[src/rtl/core/bar_pkg.sv]
// ----------------------------------------------------------------------------
// bar_pkg
// Shared sizes, codes, types and helpers of the box-average resampler core.
// ----------------------------------------------------------------------------
`default_nettype none

package bar_pkg;

    localparam int MAX_SRC_WIDTH  = 256;
    localparam int MAX_SRC_HEIGHT = 256;
    localparam int MAX_DST_DIM    = 1024;

    localparam int COORD_W     = 10;
    localparam int CH_W        = 8;
    localparam int SRC_SIZE_W  = 9;
    localparam int DST_SIZE_W  = 11;
    localparam int CFG_DATA_W  = 11;
    localparam int CFG_INDEX_W = 2;

    localparam int SRC_COL_W  = $clog2(MAX_SRC_WIDTH);
    localparam int SRC_ROW_W  = $clog2(MAX_SRC_HEIGHT);
    localparam int ADDR_W     = $clog2(MAX_SRC_WIDTH * MAX_SRC_HEIGHT);
    localparam int STORE_DEPTH = MAX_SRC_WIDTH * MAX_SRC_HEIGHT;

    localparam int CNT_W      = SRC_SIZE_W;
    localparam int PIX_CNT_W  = $clog2(MAX_SRC_WIDTH * MAX_SRC_HEIGHT + 1);
    localparam int SUM_W      = CH_W + $clog2(MAX_SRC_WIDTH * MAX_SRC_HEIGHT);
    localparam int PROD_W     = DST_SIZE_W + SRC_SIZE_W;
    localparam int DVD_W      = (SUM_W > PROD_W) ? SUM_W : PROD_W;
    localparam int DSR_W      = (PIX_CNT_W > DST_SIZE_W) ? PIX_CNT_W : DST_SIZE_W;
    localparam int Q_W        = SRC_SIZE_W;
    localparam int DIV_STEP_W = $clog2(Q_W + 1);

    localparam logic FUNC_LOAD    = 1'b0;
    localparam logic FUNC_REQUEST = 1'b1;

    localparam logic [CFG_INDEX_W-1:0] CFG_SRC_WIDTH  = 2'd0;
    localparam logic [CFG_INDEX_W-1:0] CFG_SRC_HEIGHT = 2'd1;
    localparam logic [CFG_INDEX_W-1:0] CFG_DST_WIDTH  = 2'd2;
    localparam logic [CFG_INDEX_W-1:0] CFG_DST_HEIGHT = 2'd3;

    localparam int DIV_SEL_W = 3;
    localparam logic [DIV_SEL_W-1:0] DIV_FX    = 3'd0;
    localparam logic [DIV_SEL_W-1:0] DIV_FX2   = 3'd1;
    localparam logic [DIV_SEL_W-1:0] DIV_FY    = 3'd2;
    localparam logic [DIV_SEL_W-1:0] DIV_FY2   = 3'd3;
    localparam logic [DIV_SEL_W-1:0] DIV_RED   = 3'd4;
    localparam logic [DIV_SEL_W-1:0] DIV_GREEN = 3'd5;
    localparam logic [DIV_SEL_W-1:0] DIV_BLUE  = 3'd6;

    typedef struct packed {
        logic                 load;
        logic                 emit_err;
        logic                 latch;
        logic                 mul;
        logic                 div_start;
        logic                 div_capture;
        logic [DIV_SEL_W-1:0] div_sel;
        logic                 win;
        logic                 prep;
        logic                 walk;
        logic                 emit;
    } bar_cmd_t;

    typedef struct packed {
        logic req_err;
        logic div_busy;
        logic walk_last;
    } bar_stat_t;

    function automatic logic [CFG_DATA_W-1:0] clamp_size(
        input logic [CFG_DATA_W-1:0] v,
        input logic [CFG_DATA_W-1:0] limit
    );
        logic [CFG_DATA_W-1:0] r;
        if (v == '0)
        begin
            r = CFG_DATA_W'(1);
        end
        else if (v > limit)
        begin
            r = limit;
        end
        else
        begin
            r = v;
        end
        return r;
    endfunction

endpackage

`default_nettype wire

[src/rtl/core/bar_ctrl.sv]
// ----------------------------------------------------------------------------
// bar_ctrl
// Sequencer: divisions for the window, window walk, channel divisions.
// ----------------------------------------------------------------------------
`default_nettype none

module bar_ctrl (
    input  wire logic                clk,
    input  wire logic                rst_n,
    input  wire logic                start,
    input  wire logic                func,
    input  wire bar_pkg::bar_stat_t  stat,
    output bar_pkg::bar_cmd_t        cmd,
    output logic                     busy
);

    localparam logic [2:0] S_IDLE  = 3'd0;
    localparam logic [2:0] S_MUL   = 3'd1;
    localparam logic [2:0] S_DIV   = 3'd2;
    localparam logic [2:0] S_DWAIT = 3'd3;
    localparam logic [2:0] S_WIN   = 3'd4;
    localparam logic [2:0] S_PREP  = 3'd5;
    localparam logic [2:0] S_WALK  = 3'd6;
    localparam logic [2:0] S_DRAIN = 3'd7;

    logic [2:0]                    state_reg;
    logic [2:0]                    state_next;
    logic [bar_pkg::DIV_SEL_W-1:0] sel_reg;
    logic [bar_pkg::DIV_SEL_W-1:0] sel_next;

    always_comb
    begin
        cmd         = '0;
        cmd.div_sel = sel_reg;
        state_next  = state_reg;
        sel_next    = sel_reg;
        unique case (state_reg)
            S_IDLE:
            begin
                if (start)
                begin
                    if (func == bar_pkg::FUNC_LOAD)
                    begin
                        cmd.load = 1'b1;
                    end
                    else if (stat.req_err)
                    begin
                        cmd.emit_err = 1'b1;
                    end
                    else
                    begin
                        cmd.latch  = 1'b1;
                        state_next = S_MUL;
                    end
                end
            end
            S_MUL:
            begin
                cmd.mul    = 1'b1;
                sel_next   = bar_pkg::DIV_FX;
                state_next = S_DIV;
            end
            S_DIV:
            begin
                cmd.div_start = 1'b1;
                state_next    = S_DWAIT;
            end
            S_DWAIT:
            begin
                if (!stat.div_busy)
                begin
                    cmd.div_capture = 1'b1;
                    if (sel_reg == bar_pkg::DIV_FY2)
                    begin
                        state_next = S_WIN;
                    end
                    else if (sel_reg == bar_pkg::DIV_BLUE)
                    begin
                        cmd.emit   = 1'b1;
                        state_next = S_IDLE;
                    end
                    else
                    begin
                        sel_next   = sel_reg + bar_pkg::DIV_SEL_W'(1);
                        state_next = S_DIV;
                    end
                end
            end
            S_WIN:
            begin
                cmd.win    = 1'b1;
                state_next = S_PREP;
            end
            S_PREP:
            begin
                cmd.prep   = 1'b1;
                state_next = S_WALK;
            end
            S_WALK:
            begin
                cmd.walk = 1'b1;
                if (stat.walk_last)
                begin
                    state_next = S_DRAIN;
                end
            end
            S_DRAIN:
            begin
                sel_next   = bar_pkg::DIV_RED;
                state_next = S_DIV;
            end
            default:
            begin
                state_next = S_IDLE;
            end
        endcase
    end

    always_ff @(posedge clk or negedge rst_n)
    begin
        if (!rst_n)
        begin
            state_reg <= S_IDLE;
            sel_reg   <= bar_pkg::DIV_FX;
        end
        else
        begin
            state_reg <= state_next;
            sel_reg   <= sel_next;
        end
    end

    assign busy = (state_reg != S_IDLE);

endmodule

`default_nettype wire

[config.mk]
export PLATFORM = sky130hd
export DESIGN_NAME = bar_ctrl
export DESIGN_NICKNAME = d
export VERILOG_FILES = /design/src/rtl/core/bar_pkg.sv /design/src/rtl/core/bar_ctrl.sv
export SDC_FILE = /design/constraint.sdc
export NUM_CORES = 1
export LEC_CHECK = 0
export BUFFER_PORTS_ARGS = -buffer_cell sky130_fd_sc_hd__buf_2
export CAP_MARGIN = 20
export CELL_PAD_IN_SITES_DETAIL_PLACEMENT = 1
export CELL_PAD_IN_SITES_GLOBAL_PLACEMENT = 1
export CORE_MARGIN = 4
export CORE_UTILIZATION = 31
export CTS_CLUSTER_SIZE = 20
export DETAILED_ROUTE_END_ITERATION = 7
export PLACE_DENSITY_LB_ADDON = 0.1
export SYNTH_ARGS = -nofsm -noshare
export SYNTH_HDL_FRONTEND = slang
export SYNTH_SLANG_ARGS = --single-unit
[constraint.sdc]
create_clock -name clk -period 2.05 [get_ports clk]
set_input_delay 0 -clock clk [delete_from_list [all_inputs] [get_ports clk]]
set_output_delay 0 -clock clk [all_outputs]
set_load 0.1 [all_outputs]
# Yosys cells after proc, flatten, opt, wreduce, memory -nomap -nowiden

Index checks and enable logic that the tools add are counted.

Bits of input ports: 7
Register bits: 6
Output and inout bits: 14
Logic and storage cells: 54

Reductions and logical operators: 6
Mux-type cells: 29
Equality and inequality tests: 16
Add/subtract/negate cells: 1

Operator list:

| cell                                                                  | number |
|---|---|
| 3-bit two-way mux                                                     | 11 |
| 3-bit case mux with 7 select lines                                    | 1 |
| 3-bit equality test, second input constant                            | 5 |
| 1-bit two-way mux                                                     | 14 |
| 2-bit != test, second input constant                                  | 7 |
| 3-bit by 2-bit equality test with 1-bit output, second input constant | 3 |
| 3-bit case mux with 3 select lines                                    | 1 |
| 3-bit nonzero test                                                    | 2 |
| 5-bit AND reduction                                                   | 1 |
| 2-bit two-way mux                                                     | 2 |
| 4-bit AND reduction                                                   | 1 |
| 3-bit by 1-bit adder with 3-bit output, second input constant         | 1 |
| 3-bit by 1-bit equality test with 1-bit output, second input constant | 1 |
| 3-bit logical NOT                                                     | 1 |
| 2-bit OR reduction                                                    | 1 |

# Depth between registers and ports, before layout

Word-level depth: 5
Gate-level depth with buffers: 5
Depth with buffers taken out: 5

# Worst setup path after synthesis

No wires, ideal clock.

Path kind: register to output
Start point: reg sel_reg[0] (netlist name)
End point: out cmd[0] (netlist name)
Buffers on the path: 0
Path slack: -2.259 ns
Required time: 2.050 ns
Stages on the path, launching flop included: 4
Data arrival time: 4.309 ns
Cell sequence: dfrtp_1 > ha_1 > ha_1 > nor4_1

RTL lines:

| item                   | line            | source |
|---|---|---|
| from (decl)            | bar_ctrl.sv:28  | `logic [bar_pkg::DIV_SEL_W-1:0] sel_reg;` |
| from (signal assigned) | bar_ctrl.sv:124 | `sel_reg <= bar_pkg::DIV_FX;` |
| from (signal assigned) | bar_ctrl.sv:129 | `sel_reg <= sel_next;` |
| to (decl)              | bar_ctrl.sv:13  | `output bar_pkg::bar_cmd_t cmd,` |

==> results by group <==
Drt
  – Vias: 466
  – Metal-1 WL: 555 um
  – WL/cell: 13.2 um
  – Drt total wl: 1.20 mm
  – Post-DR vias/cell: 5.12
  – Met3 WL: 124 um
  – First-pass iteration count of the detailed router: 4
  – Top Metal Used: met4
  – First DRT Iteration DRCs: 4
  – DRC violations left: 0
  – Detail Route met2 WL: 512 um
  – Detail Route Antenna Nets: 0

Clock network
  – Clock-pin slew on the worst setup and hold paths: 0.05 ns
  – Clock Sinks: 6
  – Htree depth: 1
  – Worst-skew pair later-pin latency: 0.25 ns
  – Clock root cell: clkbuf_4
  – Post-cts sizing count: 0
  – CTS tree: done
  – CTS max path bufs: 2
  – Num CTS Buffers: 3

Place
  – Worst slack at placement: 0.395 ns
  – GP Congestion: 0.750
  – Number of port buffers: 20
  – DP HPWL: 930 um

Flow run
  – Max-cap violations: 0

Final layout
  – Fill cells: 165
  – # diodes: 0
  – Share of cells above drive strength 1: 46.1%
  – Nets@finish: 87
  – P&R area growth vs syn: 33.2%

Power
  – Max VDD drop: 0.000958 V
  – Leak pwr: 0.299 nW
  – Final Power: 1.11 mW
  – Cell Pwr Density: 1750 mW/mm^2

Logic synthesis
  – Cell accounting for the most synthesized area: dfrtp_1
  – Seq cells post-synth: 6
  – Most instantiated cells after synthesis: 7 x nand2_1, 6 x dfrtp_1, 6 x nor2_1
  – Post-Syn Instances: 54
  – Top_reg_cell synth: dfrtp_1
  – Synth Cell Area: 478 sq um
  – Synth Area per Inst: 8.85 sq um
  – Yosys warns: 0
  – Number of synthesized flops with an enable pin: 0
  – Yosys top cell area share: 31.4%
  – Seq/Total Area, Yosys: 31.4%
  – Share of synthesized registers carrying an async set or reset: 100%
  – Net count after synthesis: 64
  – Cell with the most instances after synthesis: nand2_1
  – Top cells by area, synth: dfrtp_1 31%, ha_1 7.9%, mux2_2 7.1%
  – Unique cell type count in the Yosys netlist: 23

STA
  – Final worst path period share: 92.9%
  – Worst clock skew: 0.00725 ns
  – Max Slew Vio Count: 0
  – Unrepaired setup endpoints after global routing: false
  – Tmin final: 1.90 ns
  – Worst hold margin: 0.0213 ns
  – F_max: 0.525 GHz
  – Final Setup Violations: 0
  – Max_slew headroom: 67.6%
  – Final hold vios: 0
  – Final setup margin: 0.146 ns
  – Least-Margin Pin Slew: 0.489 ns

Worst setup path
  – Slowest cell on crit path: buf_2
  – Critical path class: flip-flop to primary output
  – CP top delay family: adder cells
  – Crit. Startpoint: sel_reg[0]
  – Critical path startpoint category: flip-flop
  – Crit end category: primary output
  – Worst stage delay on the critical path: 0.47 ns
  – CP required: 2.05 ns
  – Worst Path Buf+Inv: 1
  – Worst-path maximum fanout: 5
  – Arrival time worst endpoint: 1.90 ns
  – R2R Path Start: sel_reg[0]
  – Crit path top cell by count: ha_1
  – Crit-path cells: ha_1 -> ha_1 -> nor4_4 -> buf_2

Floorplan
  – Die area: 0.00223 sq mm
  – Die height: 47.3 um
  – Core area: 0.00138 sq mm
  – Starting Density: 34.6%
  – Ports: 21
  – Die Wd: 47.3 um
  – Core Rows: 13

GRT
  – Largest net degree at the start of global routing: 15
  – Tot GR Track Use: 12.9%
  – Vias in the first global route: 470
  – Gr ovfl total: 0
  – First-pass GRT wire length: 2.05 mm
  – Initial antenna violation count: 0

Status
  – Status: finished clean

Min path
  – HP Class: primary input to flip-flop
  – HP Start: stat[0]
## worst register-to-register path, cell delays in order, from the launching register on
cell	delay, ns
dfrtp_2	0.42
ha_1	0.23
ha_1	0.24
a21oi_1	0.16
o2111ai_2	0.18
mux2_2	0.32
## final cells by class
class	instances	area [sq um]	share of cell area, %
clock buffer	4	26.3	4.13
inverter	4	15.0	2.36
multi-input combinational	41	314	49.3
sequential	6	153	24.0
tap	15	18.8	2.95
timing repair buffer	21	110	17.3
## worst paths after layout
kind,end,slack (ns),cells past startpoint
setup / recovery,cmd[0],0.15,4
hold reg to reg,sel_reg[1],0.56,1
setup reg to reg,sel_reg[2],0.37,5
max in group asynchronous,sel_reg[1],1.78,2
min in group asynchronous,sel_reg[0],0.11,2
hold / removal,state_reg[0],0.02,3
## power breakdown
part	internal [mW]	switching [mW]	leakage (nW)	total, mW
sequential	0.164	0.0991	0.0698	0.263
clock	0.0742	0.0498	0.0150	0.124
combinational	0.177	0.548	0.215	0.725
total	0.416	0.697	0.299	1.11
## cell usage in the layout (no fill, tap or decap), types with 2 or more instances in the layout
| cell type | n |
|---|---|
| dfrtp_1 | 4 |
| nor2_1 | 4 |
| dfrtp_2 | 2 |
| o21ai_0 | 2 |
| mux2_2 | 3 |
| clkbuf_4 | 3 |
| buf_2 | 20 |
| a21oi_1 | 3 |
| inv_1 | 4 |
| ha_1 | 3 |
| nor2_2 | 2 |
| nor3_1 | 2 |
| nand2_1 | 7 |
| nor3b_1 | 4 |
## per-layer routing
layer / global-route usage (%) / vias to the layer above
li1: - / 234
met4: 1.66 / 0
met3: 6.51 / 2
met2: 19.0 / 20
met1: 17.2 / 210
met5: 0 / -
## what timing repair did
item,4_1_cts,5_1_grt
endpoints found under the hold margin,6,0
hold buffers,1,0
setup buffers,0,0
## logic make-up after synthesis
family	after synthesis	synth area share (%)
AO/OA/AOI/OAI	7	9.95
adder cells (fa/ha/maj)	3	7.85
buffers and inverters	7	7.59
flip-flops	6	31.4
multiplexers	3	7.07
AND/OR/NAND/NOR	28	36.1
## through the flow
step | cell area, sq um | TNS, ns | utilization (%) | instances
finish | 637 | 0 | 46.1 | 91
global route | 637 | 0 | 46.1 | 91
CTS | 637 | 0 | 46.1 | 91
detailed placement | 601 | 0 | 43.4 | 86
global placement | 601 | 0 | 43.4 | 86
floorplan | 503 | -4.24 | - | 54
(Power assumes the default switching activity.)
